--- src/modular_exponentiation_64_defines.svh ---
// ----------------------------------------------------------------------------
// modular_exponentiation_64 assertion macros
// concurrent checks on clk, compiled out for synthesis
// ----------------------------------------------------------------------------
`ifndef MODULAR_EXPONENTIATION_64_DEFINES_SVH
`define MODULAR_EXPONENTIATION_64_DEFINES_SVH

`ifndef SYNTHESIS
`define ME64_ASSERT(label, prop) \
    label: assert property (@(posedge clk) disable iff (!rst_n) prop) \
        else $error("modexp check failed");
`define ME64_ASSERT_ALWAYS(label, prop) \
    label: assert property (@(posedge clk) prop) \
        else $error("modexp check failed");
`else
`define ME64_ASSERT(label, prop)
`define ME64_ASSERT_ALWAYS(label, prop)
`endif

`endif

--- src/me64_pkg.sv ---
// ----------------------------------------------------------------------------
// me64_pkg
// widths and register indexes of the modular exponentiation block
// ----------------------------------------------------------------------------
`default_nettype none

package me64_pkg;

    localparam int PORT_WIDTH      = 64;
    localparam int OPERAND_WIDTH   = 64;
    localparam int CNT_WIDTH       = $clog2(OPERAND_WIDTH);
    localparam int CFG_INDEX_WIDTH = 8;

    typedef logic [OPERAND_WIDTH-1:0]   operand_t;
    typedef logic [OPERAND_WIDTH+1:0]   wide_sum_t;
    typedef logic [CNT_WIDTH-1:0]       bit_cnt_t;
    typedef logic [CFG_INDEX_WIDTH-1:0] cfg_index_t;

    localparam cfg_index_t REG_MODULUS  = cfg_index_t'(0);
    localparam cfg_index_t REG_EXPONENT = cfg_index_t'(1);

endpackage

`default_nettype wire

--- src/modular_exponentiation_64.sv ---
// ----------------------------------------------------------------------------
// modular_exponentiation_64
// base^exponent mod modulus, right-to-left square-and-multiply on one
// bit-serial modular multiply unit (one double-and-add step per cycle)
// zero modulus skips to done with modulus_error set; else base reduction, then multiplies
// one request at a time; next start taken the cycle after done
// the base reduction and each multiply run 64 double-and-add steps
// async active-low reset: idle, modulus 1, exponent 0; results cannot stall
// ----------------------------------------------------------------------------
`default_nettype none

`include "modular_exponentiation_64_defines.svh"

module modular_exponentiation_64
    import me64_pkg::*;
(
    input  wire logic                  clk,
    input  wire logic                  rst_n,
    // request channel
    input  wire logic                  start,
    output logic                       busy,
    input  wire logic [PORT_WIDTH-1:0] base_value,
    // result channel
    output logic                       done,
    output logic [PORT_WIDTH-1:0]      power_result,
    output logic                       modulus_error,
    // configuration write channel
    input  wire logic                  cfg_valid,
    output logic                       cfg_ready,
    input  wire cfg_index_t            cfg_index,
    input  wire logic [PORT_WIDTH-1:0] cfg_data
);

    localparam logic [2:0] ST_IDLE   = 3'd0;
    localparam logic [2:0] ST_REDUCE = 3'd1;
    localparam logic [2:0] ST_MUL    = 3'd2;
    localparam logic [2:0] ST_SQR    = 3'd3;
    localparam logic [2:0] ST_DONE   = 3'd4;

    localparam bit_cnt_t CNT_TOP = bit_cnt_t'(OPERAND_WIDTH - 1);

    logic [2:0] state_reg, state_next;
    operand_t   mod_reg, mod_next;
    operand_t   exp_reg, exp_next;
    operand_t   acc_reg, acc_next;
    operand_t   sq_reg, sq_next;
    operand_t   shift_reg, shift_next;
    operand_t   r_reg, r_next;
    bit_cnt_t   cnt_reg, cnt_next;
    logic       err_reg, err_next;

    logic       b_bit;
    logic       cnt_last;
    logic       accept;
    operand_t   addend;
    operand_t   r_new;
    operand_t   shift_down;
    wide_sum_t  sum;
    wide_sum_t  mod_x1;
    wide_sum_t  mod_x2;
    wide_sum_t  sum_red;

    assign accept     = start && !busy;
    assign b_bit      = sq_reg[cnt_reg];
    assign cnt_last   = (cnt_reg == '0);
    assign shift_down = shift_reg >> 1;

    // shared unit: r <- (2r + addend) mod m, sum stays below 3m
    always_comb
    begin
        unique case (state_reg)
            ST_REDUCE: addend = operand_t'(b_bit);
            ST_MUL:    addend = b_bit ? acc_reg : '0;
            ST_SQR:    addend = b_bit ? sq_reg : '0;
            default:   addend = '0;
        endcase
    end

    assign mod_x1 = {2'b00, mod_reg};
    assign mod_x2 = {1'b0, mod_reg, 1'b0};
    assign sum    = {1'b0, r_reg, 1'b0} + {2'b00, addend};

    always_comb
    begin
        if (sum >= mod_x2)
        begin
            sum_red = sum - mod_x2;
        end
        else if (sum >= mod_x1)
        begin
            sum_red = sum - mod_x1;
        end
        else
        begin
            sum_red = sum;
        end
    end

    assign r_new = sum_red[OPERAND_WIDTH-1:0];

    // sequencer
    always_comb
    begin
        state_next = state_reg;
        mod_next   = mod_reg;
        exp_next   = exp_reg;
        acc_next   = acc_reg;
        sq_next    = sq_reg;
        shift_next = shift_reg;
        r_next     = r_reg;
        cnt_next   = cnt_reg;
        err_next   = err_reg;

        if (cfg_valid && cfg_ready)
        begin
            if (cfg_index == REG_MODULUS)
            begin
                mod_next = cfg_data[OPERAND_WIDTH-1:0];
            end
            else if (cfg_index == REG_EXPONENT)
            begin
                exp_next = cfg_data[OPERAND_WIDTH-1:0];
            end
        end

        unique case (state_reg)
            ST_IDLE:
            begin
                if (accept)
                begin
                    if (mod_reg == '0)
                    begin
                        acc_next   = '0;
                        err_next   = 1'b1;
                        state_next = ST_DONE;
                    end
                    else
                    begin
                        err_next   = 1'b0;
                        sq_next    = base_value[OPERAND_WIDTH-1:0];
                        shift_next = exp_reg;
                        r_next     = '0;
                        cnt_next   = CNT_TOP;
                        // zero exponent gives 1 unreduced
                        acc_next   = ((exp_reg == '0) || (mod_reg != operand_t'(1)))
                                     ? operand_t'(1) : '0;
                        state_next = ST_REDUCE;
                    end
                end
            end
            ST_REDUCE:
            begin
                r_next   = r_new;
                cnt_next = cnt_reg - bit_cnt_t'(1);
                if (cnt_last)
                begin
                    sq_next  = r_new;
                    r_next   = '0;
                    cnt_next = CNT_TOP;
                    if (shift_reg == '0)
                    begin
                        state_next = ST_DONE;
                    end
                    else if (shift_reg[0])
                    begin
                        state_next = ST_MUL;
                    end
                    else
                    begin
                        shift_next = shift_down;
                        state_next = ST_SQR;
                    end
                end
            end
            ST_MUL:
            begin
                r_next   = r_new;
                cnt_next = cnt_reg - bit_cnt_t'(1);
                if (cnt_last)
                begin
                    acc_next   = r_new;
                    r_next     = '0;
                    cnt_next   = CNT_TOP;
                    shift_next = shift_down;
                    // final squaring is skipped, it cannot reach the result
                    state_next = (shift_down == '0) ? ST_DONE : ST_SQR;
                end
            end
            ST_SQR:
            begin
                r_next   = r_new;
                cnt_next = cnt_reg - bit_cnt_t'(1);
                if (cnt_last)
                begin
                    sq_next  = r_new;
                    r_next   = '0;
                    cnt_next = CNT_TOP;
                    if (shift_reg[0])
                    begin
                        state_next = ST_MUL;
                    end
                    else
                    begin
                        shift_next = shift_down;
                        state_next = ST_SQR;
                    end
                end
            end
            ST_DONE:
            begin
                state_next = ST_IDLE;
            end
            default:
            begin
                state_next = ST_IDLE;
            end
        endcase
    end

    always_ff @(posedge clk or negedge rst_n)
    begin
        if (!rst_n)
        begin
            state_reg <= ST_IDLE;
            mod_reg   <= operand_t'(1);
            exp_reg   <= '0;
            err_reg   <= 1'b0;
            cnt_reg   <= '0;
            acc_reg   <= '0;
            sq_reg    <= '0;
            shift_reg <= '0;
            r_reg     <= '0;
        end
        else
        begin
            state_reg <= state_next;
            mod_reg   <= mod_next;
            exp_reg   <= exp_next;
            err_reg   <= err_next;
            cnt_reg   <= cnt_next;
            acc_reg   <= acc_next;
            sq_reg    <= sq_next;
            shift_reg <= shift_next;
            r_reg     <= r_next;
        end
    end

    assign busy          = (state_reg != ST_IDLE);
    assign done          = (state_reg == ST_DONE);
    assign cfg_ready     = !busy;
    assign power_result  = PORT_WIDTH'(acc_reg);
    assign modulus_error = err_reg;

    `ME64_ASSERT(a_accept_busy, (start && !busy) |=> busy)
    `ME64_ASSERT(a_done_idle, done |=> !busy)
    `ME64_ASSERT(a_err_zero, (done && modulus_error) |-> (power_result == '0))
    `ME64_ASSERT(a_rem_below_mod,
        ((state_reg == ST_REDUCE) || (state_reg == ST_MUL) || (state_reg == ST_SQR))
        |-> (r_reg < mod_reg))
    `ME64_ASSERT_ALWAYS(a_reset_idle, !rst_n |-> (!busy && !done))

endmodule

`default_nettype wire

--- config.mk ---
export PLATFORM = sky130hd
export DESIGN_NAME = modular_exponentiation_64
export DESIGN_NICKNAME = d
export VERILOG_FILES = /design/src/me64_pkg.sv /design/src/modular_exponentiation_64.sv
export VERILOG_INCLUDE_DIRS = /design/src /design/src/src
export SDC_FILE = /design/constraint.sdc
export NUM_CORES = 1
export LEC_CHECK = 0
export ABC_AREA = 1
export BUFFER_PORTS_ARGS = -buffer_cell sky130_fd_sc_hd__buf_2
export CAP_MARGIN = 20
export CORE_UTILIZATION = 50
export CTS_CLUSTER_DIAMETER = 200
export CTS_CLUSTER_SIZE = 25
export DETAILED_ROUTE_END_ITERATION = 10
export PLACE_DENSITY = 0.7
export SYNTH_ARGS = -nofsm -noshare
export SYNTH_HDL_FRONTEND = slang
export SYNTH_SLANG_ARGS = --single-unit
--- constraint.sdc ---
create_clock -name clk -period 9.5 [get_ports clk]
set_clock_uncertainty 0.15 [all_clocks]
set_input_delay 0.95 -clock clk [delete_from_list [all_inputs] [get_ports clk]]
set_output_delay 0.95 -clock clk [all_outputs]
set_load 0.05 [all_outputs]
; ---- Word-level counts from Yosys, hierarchy flattened
; Cells that the tools add are included.
; W data, S select, Z words.
[word_totals]
regBits = 394
word_cells = 97
[op_classes]
addsub = 4
magnitude_cmp = 3
n_eq_ne = 13
n_mux = 41
bitwise_logic = 1
reduce_logical = 26
[op_table]
columns = operator, n
row1 = $mux W64, 18
row2 = $pmux W64 S2, 3
row3 = $logic_not A64 Y1, 4
row4 = $pmux W64 S4, 1
row5 = $pmux W64 S3, 1
row6 = $sub A64 B64 Y64, 2
row7 = $add A65 B64 Y66, 1
row8 = $ge A66 B64 Y1, 1
row9 = $ge A66 B65 Y1, 1
row10 = $ne A64 B1 Y1 const B, 1
row11 = $mux W3, 7
row12 = $mux W6, 3
row13 = $ne A2 B2 Y1 const B, 6
row14 = $pmux W3 S4, 1
row15 = $pmux W6 S2, 1
row16 = $reduce_and A3 Y1, 3
row17 = $eq A8 B1 Y1 const B, 1
row18 = $logic_not A8 Y1, 1
row19 = $reduce_and A4 Y1, 2
row20 = $lt A6 B7 Y1 const B, 1
row21 = $reduce_and A7 Y1, 1
row22 = $bmux W1 S6, 1
row23 = $eq A3 B2 Y1 const B, 2
row24 = $logic_not A6 Y1, 1
row25 = other kinds (16), 24

; ---- Longest topological paths before layout
[logic_depth]
word_depth = 10
depth_mapped = 49
mapped_depth_nobuf = 47

; ---- Least setup slack after synthesis
; Ideal clock, no wire load.
[synth_path]
path_type = reg-to-reg
from = reg cnt_reg[0]
to = reg sq_reg[36]
setup_time_ps = 116
arrival_time_ps = 5288
setup_slack_ps = 3945
stages_incl_launch_ff = 44
period_less_slack_ps = 5555
cell_sequence = dfrtp_1 buf_4 or2_2 nand3_1 nand3_1 nand3_1 nand2_1 nand3_1 nand2_1 nand2_1 clkbuf_1 nor2_1 ha_1 fa_1 nand2_1 nand2_1 nand2_1 o21ai_0 [8 not listed] ha_1 nand2_1 inv_1 nand2_1 nor2_1 nand2_1 nor2_1 a31oi_1 nand3_2 nor2_4 buf_2 nand3_1 nand2_1 nand2_1 nand2_1 nand2_1 nand2_1 nand2_1
[synth_between]
elab_chain_len = 10
elab_cells_between_ends = 17
[synth_lines]
columns = item, line_no
row1 = "start, declared", modular_exponentiation_64.sv:49  ; bit_cnt_t cnt_reg, cnt_next;
row2 = "start signal, assigned", modular_exponentiation_64.sv:240  ; cnt_reg <= cnt_next;
row3 = $bmux W1 S6, modular_exponentiation_64.sv:64  ; assign b_bit = sq_reg[cnt_reg];
row4 = $mux W1 (implied by the code), modular_exponentiation_64.sv:64
row5 = $mux W64 (on tied branches), "modular_exponentiation_64.sv:74, modular_exponentiation_64.sv:73"
row6 = $pmux W64 S3, modular_exponentiation_64.sv:71  ; unique case (state_reg)
row7 = $add A65 B64 Y66, modular_exponentiation_64.sv:81  ; assign sum = {1'b0, r_reg, 1'b0} + {2'b00, addend};
row8 = $sub A64 B64 Y64 / $ge A66 B64 Y1 (equally long branches), "modular_exponentiation_64.sv:91, modular_exponentiation_64.sv:89"
row9 = $mux W64, modular_exponentiation_64.sv:89  ; else if (sum >= mod_x1)
row10 = $mux W64, modular_exponentiation_64.sv:85  ; if (sum >= mod_x2)
row11 = $mux W64, "modular_exponentiation_64.sv:155, modular_exponentiation_64.sv:193"
row12 = $pmux W64 S2, modular_exponentiation_64.sv:126  ; unique case (state_reg)
row13 = "end signal, assigned", modular_exponentiation_64.sv:242  ; sq_reg <= sq_next;
row14 = "end, declared", modular_exponentiation_64.sv:46  ; operand_t sq_reg, sq_next;
; Parallel ways exist; a longest one is shown, timed or not. The select of a mux whose other input is x is not followed.
; A chain may end at the register's enable or synchronous reset.

; ---- Final worst setup path
[layout_path]
from = reg cnt_reg[1]
to = reg sq_reg[14]
; The elaborated chain is that of the path after synthesis.

==> parameters.txt <==
Parameter                              Value

Die
  Area of the core ... 67600 µm²
  Effective utilization at floorplan ... 0.509
  Ports placed on the boundary ... 208
  Row count ... 95
  Die X-Extent ... 264 µm
  Total Die Area ... 69900 µm²
  Chip height ... 264 µm

Logic synthesis
  Yosys reg bits ... 394
  Most area-consuming cells after synthesis ... dfrtp_1, nand2_1, inv_1
  Library cells used by synthesis ... 54
  Synth warn ... 0
  Post-synth EDFFs ... 0
  Part of the Yosys area used for sequential elements ... 0.287
  Net count after synthesis ... 5844
  Cell count after synthesis ... 5508
  Biggest area consumer among synthesized cells ... dfrtp_1
  Area share of the leading cell type in the synthesized netlist ... 0.286
  Combined area of all synthesized cells ... 34400 µm²
  Most frequently used flop master after synthesis ... dfrtp_1
  Proportion of synthesized flip-flops having asynchronous set or reset ... 1.00
  Mean instance size in the synthesized netlist ... 6.25 µm²

STA
  Clock period minus worst slack ... 8.02 ns
  Crit share post-route ... 0.844
  Unrepaired setup endpoints after global routing ... no
  Sum of negative setup slack ... 0 ns
  Normalized max-slew margin ... 0.278
  Crit path setup slack, layout ... 1.48 ns
  Setup Viol. Count Final ... 0
  Slew at the pin closest to its max-slew limit ... 1.07 ns
  Final hold viol count ... 0
  Max-slew violation total from the final report ... 0
  Max frequency ... 0.125 GHz

Critical path
  Type of element capturing the critical path ... register
  Worst R2R End ... sq_reg[14]
  Critical Path Sink ... sq_reg[14]
  CP Launch Point ... cnt_reg[1]
  Highest-delay cell along the critical path ... dfrtp_1
  Type of origin of the critical path ... register
  Critical path type ... register to register
  Maximum fanout along the worst path ... 63
  Cell repeated most along the worst path ... nand2_1
  Reg2Reg Launch Point ... cnt_reg[1]
  Data required time of the critical path ... 9.82 ns
  Crit-path max cell delay ... 0.72 ns
  CP Data Arrival Time ... 8.33 ns
  Worst setup slack for register-to-register paths ... 1.48 ns
  Depth of the worst register-to-register path ... 42

Placed design
  Port bufs ... 207
  Setup Slack @ Placement ... 1.78 ns
  Detailed placement HPWL ... 119 mm
  Placer's final routability congestion estimate ... 1.09

Detailed routing
  Number of DRC violations after detailed routing ... 0
  Total number of vias ... 37700
  Number of nets with antenna violations after detailed routing ... 0
  Number of DRC markers in iteration 0 ... 4184
  Total length of routed wires ... 145 mm
  Per-cell via count in the routed design ... 5.83
  Number of detailed-routing iterations run before antenna repair ... 8
  Wire per inst ... 22.4 µm

Cells and area
  NumNets Final ... 5928
  Fraction of layout cells with a size suffix above 1 ... 0.0625
  Fillers ... 7095
  P&R area growth vs syn ... 6.67%
  Diode insertion count for antenna repair ... 0

CTS
  TritonCTS sink count ... 394
  TritonCTS clock tree ... built
  Hold buffers post-CTS ... 0
  CTS root buffer ... clkbuf_16
  CTS Buffer Depth ... 3
  CTS Buf Count ... 19
  Post-cts repair resize count ... 0
  Worst skew pair latency ... 0.60 ns
  Maximum level of the CTS H-tree ... 1
  Clock Pin Slew Worst Setup and Hold Paths ... 0.13 ns
  # Post-CTS Setup Buffers ... 0

GRT
  Grt total ovfl ... 0
  Via count of the first global-routing pass ... 35300
  Wire length of the first global-routing pass ... 214 mm
  Antenna violations before repair ... 0
  Pin count of the biggest net entering global routing ... 163
  Total track usage ... 0.405

Job
  # Max-Cap Violations ... 0

Hold path
  Hold Path Class ... primary input to asynchronous set/reset pin

Run status
  Result of the run ... finished clean
==> cells by family after synthesis <==
| family | after synthesis | synth area share |
|---|---|---|
| AO/OA/AOI/OAI | 999 | 0.163 |
| AND/OR/NAND/NOR | 2928 | 0.348 |
| buffers and inverters | 865 | 0.0982 |
| adder cells (fa/ha/maj) | 196 | 0.0719 |
| flip-flops | 394 | 0.287 |
| XOR/XNOR | 126 | 0.0321 |
==> Yosys cell counts (all sizes together), types with 21 or more instances <==
cell    number
nand2     1786
inv        682
nor2       672
o21ai      496
dfrtp      393
a21oi      289
nand3      269
ha         193
clkbuf     127
xnor2       71
a22oi       65
a32oi       56
nand4       55
xor2        55
buf         52
nor4        43
nor3        38
nand3b      36
o21bai      35
a21o        21
==> worst min-delay path by stage <==
stage	from	endpoint	slack [ns]	cells after the start
5_1_grt	rst_n	r_reg[19]	0.28	1
3_5_place_dp	mod_reg[60]	mod_reg[60]	0.32	2
6_report	rst_n	r_reg[19]	0.24	1
4_1_cts	rst_n	r_reg[19]	0.24	1
2_1_floorplan	exp_reg[12]	exp_reg[12]	0.30	2
3_3_place_gp	modulus_error	modulus_error	0.32	2
==> through the flow <==
step | instances | instance area [µm²] | util | hold WS (ns)
detailed placement | 6442 | 36200 | 0.535 | 0.323
finish | 6470 | 36700 | 0.543 | 0.238
global route | 6470 | 36700 | 0.543 | 0.282
global placement | 6442 | 36200 | 0.535 | 0.316
CTS | 6468 | 36700 | 0.542 | 0.239
floorplan | 5508 | 34400 | - | 0.303
==> cell type report <==
cell class | instances | area [µm²] | share of cell area
inverters | 686 | 2580 | 0.0702
flip-flops and latches | 394 | 9860 | 0.269
clock inverters | 1 | 8.76 | 0.000239
repair buffers | 242 | 1430 | 0.0389
clock buffers | 25 | 498 | 0.0136
multi-input cells | 4249 | 21200 | 0.579
well taps | 873 | 1090 | 0.0298
==> worst max-delay path: cells and delay by family, from the launching register on <==
kind / cells / cell delay (ns)
and+or+nand+nor: 32 / 3.97
DFF: 1 / 0.72
AOI/OAI and AO/OA: 2 / 0.83
adders and majority gates: 2 / 0.79
buffers and inverters: 6 / 1.37
==> per-layer routing <==
| metal | share of wire | global-route usage | vias up |
|---|---|---|---|
| li1 | - | - | 17900 |
| met1 | 0.42 | 0.550 | 17500 |
| met2 | 0.43 | 0.625 | 1962 |
| met3 | 0.086 | 0.0496 | 337 |
| met4 | 0.068 | 0.230 | 0 |
| met5 | 0 | 0 | - |
==> cell usage in the layout (no fill, tap or decap), types with 10 or more instances in the layout <==
cell type and n:
nand3_1 264, nor2_1 663, o21bai_1 35, a32oi_1 56, a31oi_1 10, inv_1 661
nor4_1 43, nor3_1 36, inv_2 21, nand2_2 33, a22oi_1 65, o21ai_0 366
dfrtp_1 393, clkbuf_16 19, nand4_1 54, xor2_1 55, o21ai_1 128, nand2_1 1753
nand3b_1 35, buf_2 206, ha_1 193, a21oi_1 286, buf_4 26, xnor2_1 71
a21o_1 21
Power is not shown: default switching activity piles up to over one toggle a cycle in this logic, so the estimate is an artifact.
